## config.mk

```make
export PLATFORM = sky130hd
export DESIGN_NAME = scanline_sprite_range_evaluator_top
export DESIGN_NICKNAME = d
export VERILOG_FILES = /design/src/design/ssre_pkg.sv /design/src/design/ssre_ram.sv /design/src/design/scanline_sprite_range_evaluator_top.sv
export SDC_FILE = /design/constraint.sdc
export NUM_CORES = 2
export LEC_CHECK = 0
export ABC_AREA = 0
export BUFFER_PORTS_ARGS = -buffer_cell sky130_fd_sc_hd__buf_2
export CAP_MARGIN = 20
export CORE_ASPECT_RATIO = 0.5
export CORE_MARGIN = 3
export CORE_UTILIZATION = 27
export DETAILED_ROUTE_END_ITERATION = 7
export MAX_ROUTING_LAYER = met4
export PLACE_DENSITY = 0.43
export SETUP_SLACK_MARGIN = 0.3
export SLEW_MARGIN = 20
export SYNTH_ARGS = -nofsm -noshare
export SYNTH_HDL_FRONTEND = slang
export SYNTH_SLANG_ARGS = --single-unit
```

## constraint.sdc

```tcl
create_clock -name aclk -period 5 [get_ports aclk]
set_input_delay 0.25 -clock aclk [delete_from_list [all_inputs] [get_ports aclk]]
set_output_delay 0.25 -clock aclk [all_outputs]
set_load 0.01 [all_outputs]
```

## src/design/ssre_pkg.sv

```systemverilog
package ssre_pkg;

    localparam int NUM_OBJECTS_DEF = 128;
    localparam int MAX_HITS_DEF    = 32;

    localparam int IDX_W   = 7;
    localparam int X_W     = 9;
    localparam int Y_W     = 8;
    localparam int DIM_W   = 7;
    localparam int SEL_W   = 3;
    localparam int LIM_W   = 6;
    localparam int CNT_W   = 6;
    localparam int CFG_AW  = 3;
    localparam int CFG_DW  = 32;

    localparam logic [X_W-1:0] X_WRAP_EDGE = 9'h100;
    localparam logic [SEL_W-1:0] SIZE_SELECT_RST = 3'd0;
    localparam logic [LIM_W-1:0] MAX_PER_LINE_RST = 6'd32;

    localparam logic REG_SIZE_SELECT  = 1'b0;
    localparam logic REG_MAX_PER_LINE = 1'b1;

    localparam logic REQ_WRITE    = 1'b0;
    localparam logic REQ_EVALUATE = 1'b1;

    typedef enum logic [1:0] {
        ST_IDLE,
        ST_SCAN,
        ST_DONE
    } state_t;

    typedef struct packed {
        logic           is_large;
        logic [Y_W-1:0] y;
        logic [X_W-1:0] x;
    } obj_entry_t;

    function automatic logic [DIM_W-1:0] obj_width(input logic [SEL_W-1:0] sel,
                                                  input logic lg);
        logic [DIM_W-1:0] w;
        case ({sel, lg})
            4'b000_0: w = 7'd8;
            4'b000_1: w = 7'd16;
            4'b001_0: w = 7'd8;
            4'b001_1: w = 7'd32;
            4'b010_0: w = 7'd8;
            4'b010_1: w = 7'd64;
            4'b011_0: w = 7'd16;
            4'b011_1: w = 7'd32;
            4'b100_0: w = 7'd16;
            4'b100_1: w = 7'd64;
            4'b101_0: w = 7'd32;
            4'b101_1: w = 7'd64;
            4'b110_0: w = 7'd16;
            4'b110_1: w = 7'd32;
            4'b111_0: w = 7'd16;
            4'b111_1: w = 7'd32;
            default:  w = 7'd8;
        endcase
        return w;
    endfunction

    function automatic logic [DIM_W-1:0] obj_height(input logic [SEL_W-1:0] sel,
                                                   input logic lg);
        logic [DIM_W-1:0] h;
        case ({sel, lg})
            4'b000_0: h = 7'd8;
            4'b000_1: h = 7'd16;
            4'b001_0: h = 7'd8;
            4'b001_1: h = 7'd32;
            4'b010_0: h = 7'd8;
            4'b010_1: h = 7'd64;
            4'b011_0: h = 7'd16;
            4'b011_1: h = 7'd32;
            4'b100_0: h = 7'd16;
            4'b100_1: h = 7'd64;
            4'b101_0: h = 7'd32;
            4'b101_1: h = 7'd64;
            4'b110_0: h = 7'd32;
            4'b110_1: h = 7'd64;
            4'b111_0: h = 7'd32;
            4'b111_1: h = 7'd32;
            default:  h = 7'd8;
        endcase
        return h;
    endfunction

endpackage

```

## src/design/ssre_ram.sv

```systemverilog
module ssre_ram #(
    parameter int WIDTH = 18,
    parameter int DEPTH = 128
) (
    input  logic                     aclk,
    input  logic                     we,
    input  logic [$clog2(DEPTH)-1:0] waddr,
    input  logic [WIDTH-1:0]         wdata,
    input  logic                     re,
    input  logic [$clog2(DEPTH)-1:0] raddr,
    output logic [WIDTH-1:0]         rdata
);

    logic [WIDTH-1:0] mem [DEPTH];
    logic [WIDTH-1:0] rdata_reg;

    always_ff @(posedge aclk) begin
        if (we) begin
            mem[waddr] <= wdata;
        end
        if (re) begin
            rdata_reg <= mem[raddr];
        end
    end

    assign rdata = rdata_reg;

endmodule

```

## src/design/scanline_sprite_range_evaluator_top.sv

```systemverilog
// Object range evaluator for one scanline. A write word (tuser 0) stores one object of the
// 128-entry table and produces no result. An evaluate word (tuser 1) walks NUM_OBJECTS
// entries from start_index, one entry per cycle unless the result side stalls, through the
// single read port of the object RAM, and sends one word per object in range, up to the
// configured limit, with tlast on the final one; an empty scan sends one word with found
// (tuser) low. An evaluation ends early when the limit is reached, and s_tready stays low
// throughout. The table reads as all zero after reset through per-entry valid flags, so no
// clearing pass is needed.
module scanline_sprite_range_evaluator_top
    import ssre_pkg::*;
#(
    parameter int NUM_OBJECTS = NUM_OBJECTS_DEF,
    parameter int MAX_HITS    = MAX_HITS_DEF
) (
    input  logic              aclk,
    input  logic              aresetn,

    input  logic              s_tvalid,
    output logic              s_tready,
    // obj_index[6:0], x_pos[15:7], y_pos[23:16], large_req[24], line[32:25],
    // start_index[39:33]
    input  logic [39:0]       s_tdata,
    // req_type[0]
    input  logic              s_tuser,

    output logic              m_tvalid,
    input  logic              m_tready,
    // hit_index[6:0], hit_count[12:7], zero[15:13]
    output logic [15:0]       m_tdata,
    // found[0]
    output logic              m_tuser,
    output logic              m_tlast,

    input  logic              psel,
    input  logic              penable,
    input  logic              pwrite,
    input  logic [CFG_AW-1:0] paddr,
    input  logic [CFG_DW-1:0] pwdata,
    output logic [CFG_DW-1:0] prdata,
    output logic              pready
);

    localparam int AW = $clog2(NUM_OBJECTS);
    localparam int IW = $clog2(NUM_OBJECTS + 1);
    localparam int HW = $clog2(MAX_HITS + 1);
    localparam int EW = $bits(obj_entry_t);

    state_t state_reg, state_next;

    logic [SEL_W-1:0] size_select_reg;
    logic [LIM_W-1:0] max_per_line_reg;

    logic [NUM_OBJECTS-1:0] valid_reg;

    logic [Y_W-1:0]   line_reg, line_next;
    logic [IDX_W-1:0] idx_reg, idx_next;
    logic [IW-1:0]    iss_reg, iss_next;
    logic [HW-1:0]    hits_reg, hits_next;
    logic [HW-1:0]    limit_reg, limit_next;

    logic             rd_vld_reg, rd_vld_next;
    logic [IDX_W-1:0] rd_idx_reg;
    logic             rd_last_reg;
    logic             rd_inrange_reg;
    logic             vbit_reg;

    logic             pend_valid_reg, pend_valid_next;
    logic [IDX_W-1:0] pend_index_reg, pend_index_next;
    logic [CNT_W-1:0] pend_count_reg, pend_count_next;

    logic             out_valid_reg, out_valid_next;
    logic [IDX_W-1:0] out_index_reg, out_index_next;
    logic [CNT_W-1:0] out_count_reg, out_count_next;
    logic             out_found_reg, out_found_next;
    logic             out_last_reg, out_last_next;

    logic [IDX_W-1:0] in_obj_index, in_start_index;
    logic [X_W-1:0]   in_x_pos;
    logic [Y_W-1:0]   in_y_pos, in_line;
    logic             in_large_req;

    logic             in_accept, wr_accept, ev_accept;
    logic             ram_we, rd_en, advance, stall;
    logic [EW-1:0]    ram_rdata;
    obj_entry_t       wr_entry, ent;
    logic [DIM_W-1:0] obj_h, obj_w;
    logic [Y_W-1:0]   dy;
    logic [X_W-1:0]   x_neg;
    logic             y_ok, x_ok, hit, final_hit, out_free;
    logic [HW-1:0]    count_new;
    logic [LIM_W:0]   mpl_ext, lim_ext;
    logic             cfg_wr;

    assign in_obj_index   = s_tdata[6:0];
    assign in_x_pos       = s_tdata[15:7];
    assign in_y_pos       = s_tdata[23:16];
    assign in_large_req   = s_tdata[24];
    assign in_line        = s_tdata[32:25];
    assign in_start_index = s_tdata[39:33];

    assign s_tready  = (state_reg == ST_IDLE);
    assign in_accept = s_tvalid && s_tready;
    assign wr_accept = in_accept && (s_tuser == REQ_WRITE);
    assign ev_accept = in_accept && (s_tuser == REQ_EVALUATE);
    assign ram_we    = wr_accept && ({1'b0, in_obj_index} < (IDX_W + 1)'(NUM_OBJECTS));

    assign wr_entry.x        = in_x_pos;
    assign wr_entry.y        = in_y_pos + 1'b1;
    assign wr_entry.is_large = in_large_req;

    // Configuration port.
    assign pready = 1'b1;
    assign cfg_wr = psel && penable && pwrite && pready;

    always_comb begin
        case (paddr[2])
            REG_SIZE_SELECT:  prdata = CFG_DW'(size_select_reg);
            REG_MAX_PER_LINE: prdata = CFG_DW'(max_per_line_reg);
            default:          prdata = '0;
        endcase
    end

    always_ff @(posedge aclk) begin
        if (!aresetn) begin
            size_select_reg  <= SIZE_SELECT_RST;
            max_per_line_reg <= MAX_PER_LINE_RST;
        end else if (cfg_wr) begin
            case (paddr[2])
                REG_SIZE_SELECT:  size_select_reg  <= pwdata[SEL_W-1:0];
                REG_MAX_PER_LINE: max_per_line_reg <= pwdata[LIM_W-1:0];
                default:          size_select_reg  <= size_select_reg;
            endcase
        end
    end

    ssre_ram #(
        .WIDTH (EW),
        .DEPTH (NUM_OBJECTS)
    ) u_obj_ram (
        .aclk  (aclk),
        .we    (ram_we),
        .waddr (in_obj_index[AW-1:0]),
        .wdata (wr_entry),
        .re    (rd_en),
        .raddr (idx_reg[AW-1:0]),
        .rdata (ram_rdata)
    );

    // Range check on the registered entry from the last RAM read.
    assign ent       = vbit_reg ? obj_entry_t'(ram_rdata) : '0;
    assign obj_h     = obj_height(size_select_reg, ent.is_large);
    assign obj_w     = obj_width(size_select_reg, ent.is_large);
    assign dy        = line_reg - ent.y;
    assign y_ok      = dy < {1'b0, obj_h};
    assign x_neg     = X_W'(10'd512 - {1'b0, ent.x});
    assign x_ok      = (ent.x == X_WRAP_EDGE) || !ent.x[X_W-1] || (x_neg < {2'b00, obj_w});
    assign hit       = rd_inrange_reg && y_ok && x_ok;
    assign count_new = hits_reg + 1'b1;
    assign final_hit = (count_new == limit_reg);

    assign out_free = !out_valid_reg || m_tready;
    assign stall    = (state_reg == ST_SCAN) && rd_vld_reg && hit && pend_valid_reg && !out_free;
    assign advance  = !stall;
    assign rd_en    = (state_reg == ST_SCAN) && (iss_reg < IW'(NUM_OBJECTS)) && advance;

    assign mpl_ext = {1'b0, max_per_line_reg};
    assign lim_ext = (max_per_line_reg == '0) ? (LIM_W + 1)'(1) :
                     ((mpl_ext > (LIM_W + 1)'(MAX_HITS)) ? (LIM_W + 1)'(MAX_HITS) : mpl_ext);

    always_comb begin
        state_next      = state_reg;
        line_next       = line_reg;
        idx_next        = idx_reg;
        iss_next        = iss_reg;
        hits_next       = hits_reg;
        limit_next      = limit_reg;
        rd_vld_next     = advance ? rd_en : rd_vld_reg;
        pend_valid_next = pend_valid_reg;
        pend_index_next = pend_index_reg;
        pend_count_next = pend_count_reg;
        out_valid_next  = out_valid_reg && !m_tready;
        out_index_next  = out_index_reg;
        out_count_next  = out_count_reg;
        out_found_next  = out_found_reg;
        out_last_next   = out_last_reg;

        if (rd_en) begin
            idx_next = idx_reg + 1'b1;
            iss_next = iss_reg + 1'b1;
        end

        case (state_reg)
            ST_IDLE: begin
                rd_vld_next = 1'b0;
                if (ev_accept) begin
                    state_next      = ST_SCAN;
                    line_next       = in_line;
                    idx_next        = in_start_index;
                    iss_next        = '0;
                    hits_next       = '0;
                    limit_next      = HW'(lim_ext);
                    pend_valid_next = 1'b0;
                end
            end
            ST_SCAN: begin
                if (rd_vld_reg && !stall) begin
                    if (hit) begin
                        if (pend_valid_reg) begin
                            out_valid_next = 1'b1;
                            out_index_next = pend_index_reg;
                            out_count_next = pend_count_reg;
                            out_found_next = 1'b1;
                            out_last_next  = 1'b0;
                        end
                        pend_valid_next = 1'b1;
                        pend_index_next = rd_idx_reg;
                        pend_count_next = CNT_W'(count_new);
                        hits_next       = count_new;
                        if (final_hit) begin
                            state_next = ST_DONE;
                        end
                    end
                    if (rd_last_reg) begin
                        state_next = ST_DONE;
                    end
                end
            end
            ST_DONE: begin
                rd_vld_next = 1'b0;
                if (out_free) begin
                    out_valid_next  = 1'b1;
                    out_index_next  = pend_valid_reg ? pend_index_reg : '0;
                    out_count_next  = pend_valid_reg ? pend_count_reg : '0;
                    out_found_next  = pend_valid_reg;
                    out_last_next   = 1'b1;
                    pend_valid_next = 1'b0;
                    state_next      = ST_IDLE;
                end
            end
            default: begin
                state_next = ST_IDLE;
            end
        endcase
    end

    always_ff @(posedge aclk) begin
        if (!aresetn) begin
            state_reg <= ST_IDLE;
        end else begin
            state_reg <= state_next;
        end
    end

    always_ff @(posedge aclk) begin
        if (!aresetn) begin
            valid_reg      <= '0;
            rd_vld_reg     <= 1'b0;
            pend_valid_reg <= 1'b0;
            out_valid_reg  <= 1'b0;
            iss_reg        <= '0;
            hits_reg       <= '0;
            limit_reg      <= HW'(1);
        end else begin
            if (ram_we) begin
                valid_reg[in_obj_index[AW-1:0]] <= 1'b1;
            end
            rd_vld_reg     <= rd_vld_next;
            pend_valid_reg <= pend_valid_next;
            out_valid_reg  <= out_valid_next;
            iss_reg        <= iss_next;
            hits_reg       <= hits_next;
            limit_reg      <= limit_next;
        end
    end

    always_ff @(posedge aclk) begin
        line_reg       <= line_next;
        idx_reg        <= idx_next;
        pend_index_reg <= pend_index_next;
        pend_count_reg <= pend_count_next;
        out_index_reg  <= out_index_next;
        out_count_reg  <= out_count_next;
        out_found_reg  <= out_found_next;
        out_last_reg   <= out_last_next;
        if (rd_en) begin
            rd_idx_reg     <= idx_reg;
            rd_last_reg    <= (iss_reg == IW'(NUM_OBJECTS - 1));
            rd_inrange_reg <= ({1'b0, idx_reg} < (IDX_W + 1)'(NUM_OBJECTS));
            vbit_reg       <= valid_reg[idx_reg[AW-1:0]];
        end
    end

    assign m_tvalid = out_valid_reg;
    assign m_tdata  = {3'b000, out_count_reg, out_index_reg};
    assign m_tuser  = out_found_reg;
    assign m_tlast  = out_last_reg;

`ifndef SYNTHESIS
    a_hits_within_limit: assert property (@(posedge aclk) disable iff (!aresetn)
        (state_reg != ST_IDLE) |-> (hits_reg <= limit_reg))
        else $error("hit count has passed the per-line limit");

    a_issue_bounded: assert property (@(posedge aclk) disable iff (!aresetn)
        iss_reg <= IW'(NUM_OBJECTS))
        else $error("more reads issued than table entries");

    a_pending_count_nonzero: assert property (@(posedge aclk) disable iff (!aresetn)
        pend_valid_reg |-> (pend_count_reg != '0))
        else $error("held hit carries a zero count");

    a_empty_word_form: assert property (@(posedge aclk) disable iff (!aresetn)
        (out_valid_reg && !out_found_reg) |-> (out_last_reg && (out_count_reg == '0)))
        else $error("empty-scan word is malformed");

    a_no_overwrite: assert property (@(posedge aclk) disable iff (!aresetn)
        (out_valid_reg && !m_tready) |=> (out_valid_reg && $stable(out_index_reg)
            && $stable(out_last_reg)))
        else $error("output word overwritten while stalled");
`endif

endmodule
```

After elaboration in Yosys (flattened, before gate mapping) --
Memory sizes are Yosys's and may differ from the RTL's. A register that Yosys moved wholly into a read port is not among the register bits. Index checks and enable logic that the tools add are counted.
Cells by class: $add $sub $neg 6, order comparisons 7, bitwise logic cells 4, equality and inequality tests 12, reductions and logical operators 37, mux-type cells 59
Operators by type and width (count):
- $or A128 B128 Y128 | 1
- $pmux W32 S2 | 1
- $mux W6 | 10
- $mux W7 | 8
- $mux W8 | 3
- $pmux W6 S2 | 2
- $mux W1 | 20
- $mux W18 | 1
- $add A8 B1 Y8 const B | 2
- $lt A7 B8 Y1 const B | 2
- $logic_and A1 B1 Y1 | 15
- $reduce_and A5 Y1 | 3
- $pmux W7 S2 | 1
- $mux W2 | 6
- $eq A9 B9 Y1 const B | 1
- $lt A9 B7 Y1 | 1
- $sub A1 B9 Y9 const A | 1
- $eq A8 B7 Y1 const B | 1
- $lt A8 B7 Y1 | 1
- $lt A8 B8 Y1 const B | 1
- $sub A8 B8 Y8 | 1
- $add A7 B1 Y7 const B | 1
- $bmux W1 S7 | 1
- $demux W1 S7 | 1
- other kinds (23) | 40
Storage, ports and cells: bits in writable memories 2304, memory bits (read-only) 128, memories 3, bits in registers 214, input bits 83, logic and storage cells 149
Memory list:
- u_obj_ram.mem | depth 128, width 18, read ports 1, clocked after Yosys merged registers in 1, write ports 1, line ssre_ram.sv:14 | logic [WIDTH-1:0] mem [DEPTH];
- (no name shown) | depth 16, width 4, read ports 1, clocked after Yosys merged registers in 0, write ports 0, line ssre_pkg.sv:41 | case ({sel, lg})
- (no name shown) | depth 16, width 4, read ports 1, clocked after Yosys merged registers in 0, write ports 0, line ssre_pkg.sv:66 | case ({sel, lg})

Depth between registers and ports, before layout --
depth after elaboration 13, depth in mapped cells 20, depth with buffers taken out 17

Cells and area by module --
From an unflattened synthesis, not the netlist that was laid out.
Second synthesis, totals: cell total of the unflattened synthesis 4423, area, all modules 98499.5 µm²
By module, submodules not included:
- ssre_ram | area each 88427.3 µm², times used 1, cells each 3449
- scanline_sprite_range_evaluator_top | area each 10072.2 µm², times used 1, cells each 974

Worst setup path before layout --
No wires, ideal clock.
path kind input port to flip-flop, start in s_tdata[16], end mem u_obj_ram.mem[0][14] (data pin), data required time 4068 ps, data arrival time 4213 ps, stages on the path 3, library setup time 932 ps, slack -145 ps, buffers on the path 0, cell sequence and3_1 > nand3_1 > xnor2_1
Between the ends: longest elaborated chain between the ends 1
Ends and longest elaborated chain:
- from (decl) | line scanline_sprite_range_evaluator_top.sv:22 | input logic [39:0] s_tdata,
- $add A8 B1 Y8 | line scanline_sprite_range_evaluator_top.sv:108 | assign wr_entry.y = in_y_pos + 1'b1;
- via u_obj_ram.wdata[14] | line ssre_ram.sv:8 | input logic [WIDTH-1:0] wdata,
- to (decl) | line ssre_ram.sv:14
The timed path passes the listed nets, and every way through them passes these cells.

Final worst setup path --
start reg vbit_reg, end reg state_reg[0]
Between the ends: longest elaborated chain between the ends 12
Ends and longest elaborated chain:
- from (decl) | line scanline_sprite_range_evaluator_top.sv:65 | logic vbit_reg;
- from (signal assigned) | line scanline_sprite_range_evaluator_top.sv:289 | vbit_reg <= valid_reg[idx_reg[AW-1:0]];
- $mux W18 * | line scanline_sprite_range_evaluator_top.sv:150 | assign ent = vbit_reg ? obj_entry_t'(ram_rdata) : '0;
- $sub A1 B9 Y9 (tied with other cells) | line scanline_sprite_range_evaluator_top.sv:155 | assign x_neg = X_W'(10'd512 - {1'b0, ent.x});
- $lt A9 B7 Y1 / $logic_or A1 B1 Y1 (equally long branches) | line scanline_sprite_range_evaluator_top.sv:156 | assign x_ok = (ent.x == X_WRAP_EDGE) || !ent.x[X_W-1] || (x_neg < {2'b00, obj_w});
- $logic_or A1 B1 Y1 | line scanline_sprite_range_evaluator_top.sv:156
- $logic_and A1 B1 Y1 * | line scanline_sprite_range_evaluator_top.sv:157 | assign hit = rd_inrange_reg && y_ok && x_ok;
- $logic_and A1 B1 Y1 (3 in a row) | line scanline_sprite_range_evaluator_top.sv:162 | assign stall = (state_reg == ST_SCAN) && rd_vld_reg && hit && pend_valid_reg && !out_free;
- $logic_not A1 Y1 | line scanline_sprite_range_evaluator_top.sv:206 | if (rd_vld_reg && !stall) begin
- $logic_and A1 B1 Y1 | line scanline_sprite_range_evaluator_top.sv:206
- $ne A2 B1 Y1 (no source line)
- $reduce_and A5 Y1 (no source line) *
- to (signal assigned) | line scanline_sprite_range_evaluator_top.sv:250 | state_reg <= state_next;
- to (decl) | line scanline_sprite_range_evaluator_top.sv:48 | state_t state_reg, state_next;
Mark *: on every way between the ends. The rest lies on a longest branch, timed or not. A chain may end at the register's enable or synchronous reset.

==> summary.md <==
| Metric | Value |
|---|---|
| Number of buffers created by CTS | 247 |
| RSZ-0062 raised after global routing | false |
| Inst Count DP | 9085 |
| Worst r2r path cells | 17 |
| Period utilisation layout | 0.914 |
| Largest net degree at the start of global routing | 129 |
| Total core area | around 0.36 mm^2 |
| Largest register FFs | between 2000 and 2500 |
| Initial antenna violation count | 23 |
| Worst Hold Depth | 4 |
| Hold Path Class | input pin to flop |
| Post-Synthesis Cells | 4213 |
| Yosys reg bits | 2536 |
| Power density over the cells | 509 mW/mm^2 |
| Crit path kind | flop to flop |
| Worst EP required | 5.74 ns |
| Pins over their slew limit | 0 |
| Arrival time at the worst endpoint | 5.31 ns |
| Largest delay share family, worst path | compound AO/OA/AOI/OAI gates |
| Cell Area, Synth | 0.0975 mm^2 |
| Drt pass-1 iters | 5 |
| LEAKAGE | 34.7 nW |
| Reg2Reg Launch Point | vbit_reg$_DFFE_PP_ |
| CTS root buf | clkbuf_16 |
| Synth-to-layout area growth | 16.6% |
| Max cap viols | 0 |
| Global-route wire length before repair | between 300000 and 400000 um |
| Max FO, Critical Path | 8 |
| Routability cong. | between 0.7 and 0.8 |
| Most common cell after layout, fill and taps aside | edfxtp_1 |
| Startpoint class of the critical path | flop |
| Final min period | 4.57 ns |
| Most frequent cells in the layout | edfxtp_1, mux4_2, clkbuf_16 |
| Synth Flop Type | edfxtp_1 |
| Crit Reg-Reg Endpoint | state_reg[0]$_SDFFE_PN0P_ |
| Largest cells by area after synthesis | edfxtp_1, mux4_2, dfxtp_1 |
| Worst path depth | 17 |
| Headroom to the max-slew limit | 0.249 |
| Fill count | 34000 |
| Hold Fails Final Rpt | 0 |
| H-tree Lvls | 4 |
| Sequential share of the synthesized area | 0.764 |
| Die Span Y | 431 um |
| Clk pin slew, worst setup/hold paths | ~0.060 ns |
| Final #Nets | between 4000 and 5000 |
| Status | completed |
| Hold Path End | max_per_line_reg[1]$_SDFFE_PN0P_ |
| Worst-Margin Slew | 1.12 ns |
| Per-cell routed wire length | 28.9 um |
| Post-synth cell types | 62 |
| Vias per cell | between 4 and 5 |
| Area share of the largest cell type after synthesis | 0.729 |
| Initial drt markers | 4825 |
| Port Buffers | 77 |
| Worst Min Path Start | penable |
| Number of flops mapped to enable cells by yosys | 2367 |
| I/O pin total | 136 |
| Max VDD drop | roughly 0.33 mV |
| DP Wirelength | 159000 um |
| Sink Count | 2536 |
| Synthesized area per cell | 23.1 um^2 |
| Die Span X | about 860 um |
| Via count | 45800 |
| Post-Layout Cell Count | 9602 |
| Fmax | 219 MHz |
| Clk_lat worst skew | a little under 0.9 ns |
| Cell chain of the critical path | nand2_1 > ha_1 > a21oi_1 > o21a_1 > nor2b_1 > o21ai_0 > nand2b_1 > a21oi_1 > xnor2_1 > ha_1 > a2111oi_0 > o2111ai_1 > o221ai_1 > o31ai_2 > or4_1 > a311oi_1 > o21ai_0 |
| Routed WL | 278000 um |
| Setup TNS | 0 ns |
| Yosys warnings | 0 |
| Setup violators final | 0 |
| Grt total ovfl | 0 |
| GRT Total Usage | 0.152 |
| Layout cells sized above 1 | 0.337 |
| Initial Util | 0.272 |
| Worst path bufs/invs | 0 |
| Antenna-violating nets left | 0 |
| Critical path's slowest cell | or4_1 |
| Worst Setup End Kind | flop |
| PostCTS Resize Cnt | 0 |
| Fraction of registers with async set/reset | 0 |
| Rows | 155 |
| # DRC | 0 |
| Vias in the first global route | 47800 |
| Buffer levels on the longest clock path | 4 |
| Max stage delay on crit path | 0.65 ns |
| Leading area contributor after synthesis | edfxtp_1 |
| Die area | 0.369 mm^2 |
| CTS tree | built |
| Clock skew | 0.0679 ns |
| Reg2Reg Setup Slack | 0.43 ns |
[kinds of logic after synthesis]
kind of cell / after synthesis / synth area share
other cells: 2 / 0.0000770
mux: 837 / 0.189
buf+inv: 262 / 0.0113
fa+ha+maj: 22 / 0.00282
simple gates: 317 / 0.0150
xor+xnor: 23 / 0.00207
flops: 2536 / 0.764
compound gates: 214 / 0.0161
[repair_timing]
action,CTS,global route
setup endpoints to repair,0,28
hold endpoints to repair,633,0
buffers inserted,0,4
hold buffers,56,0
[metal layers]
layer	wire length, um	vias to the layer above	GRT usage
li1	-	18700	-
met4	4950	0	0.0279
met2	136000	1318	0.247
met3	14500	346	0.0222
met5	0	-	-
met1	123000	25400	0.205
[worst reg2reg max path, stage by stage, from the launching register on]
cell and delay [ns]:
edfxtp_1 0.46, nand2_1 0.10, ha_1 0.32, a21oi_1 0.25
o21a_1 0.20, nor2b_1 0.08, o21ai_0 0.22, nand2b_1 0.10
a21oi_1 0.21, xnor2_1 0.10, ha_1 0.22, a2111oi_0 0.45
o2111ai_1 0.19, o221ai_1 0.14, o31ai_2 0.28, or4_1 0.66
a311oi_1 0.35, o21ai_0 0.15
[where the power goes]
group          internal [W]  switching [W]
Clock               0.00986        0.00791
Combinational       0.00734        0.00873
Sequential           0.0235       0.000481
[how the worst max path moves through the flow]
stage	startpoint	endpoint	slack, ns
CTS	vbit_reg$_DFFE_PP_	idx_reg[0]$_DFF_P_	0.59
global placement	vbit_reg$_DFFE_PP_	state_reg[0]$_SDFFE_PN0P_	0.61
floorplan	s_tdata[16]	u_obj_ram.mem[0][11]$_DFFE_PP_	0.32
detailed placement	vbit_reg$_DFFE_PP_	idx_reg[0]$_DFF_P_	0.63
finish	vbit_reg$_DFFE_PP_	state_reg[0]$_SDFFE_PN0P_	0.43
global route	vbit_reg$_DFFE_PP_	state_reg[0]$_SDFFE_PN0P_	0.31
[synth_stat cells, drive strengths merged, types with 2 or more instances]
cell and instances:
edfxtp 2367, mux4 798, dfxtp 169, clkbuf 160, nor2 148, o21a 134
buf 90, nand2 54, nand3 31, mux2 25, ha 22, and2 19
a21oi 18, nor2b 18, o21ai 18, mux2i 14, inv 12, or3 12
xnor2 12, xor2 11, and3 7, o31ai 7, a21boi 6, a31oi 6
a22o 4, nand2b 4, nand3b 4, nor3b 4, or4 4, nand4 3
nor3 3, nor4 3, a2111oi 2, a211oi 2, a2bb2oi 2, conb 2
o2111ai 2
[per-stage QoR]
stage | utilization | power [W] | hold slack (ns) | instance area [um^2] | worst slack, ns
global placement | 0.295 | 0.0408 | 0.418 | 106000 | 0.614
CTS | 0.317 | 0.0589 | 0.00357 | 114000 | 0.593
floorplan | - | 0.0341 | 0.349 | 97600 | 0.323
global route | 0.318 | 0.0601 | 0.0793 | 114000 | 0.315
finish | 0.318 | 0.0578 | 0.0760 | 114000 | 0.428
detailed placement | 0.295 | 0.0409 | 0.412 | 106000 | 0.628
[layout make-up]
| cell class | instances | area (um^2) | area share |
|---|---|---|---|
| diodes | 12 | 30.0 | 0.000264 |
| clock buffers | 333 | 6760 | 0.0595 |
| clock inverters | 112 | 766 | 0.00673 |
| inverters | 12 | 47.5 | 0.000418 |
| multi-input cells | 1443 | 22500 | 0.198 |
| flip-flops and latches | 2536 | 74500 | 0.655 |
| well taps | 4788 | 5990 | 0.0527 |
| repair buffers | 366 | 3130 | 0.0275 |
Note: power is estimated with default switching activity, not from simulation.
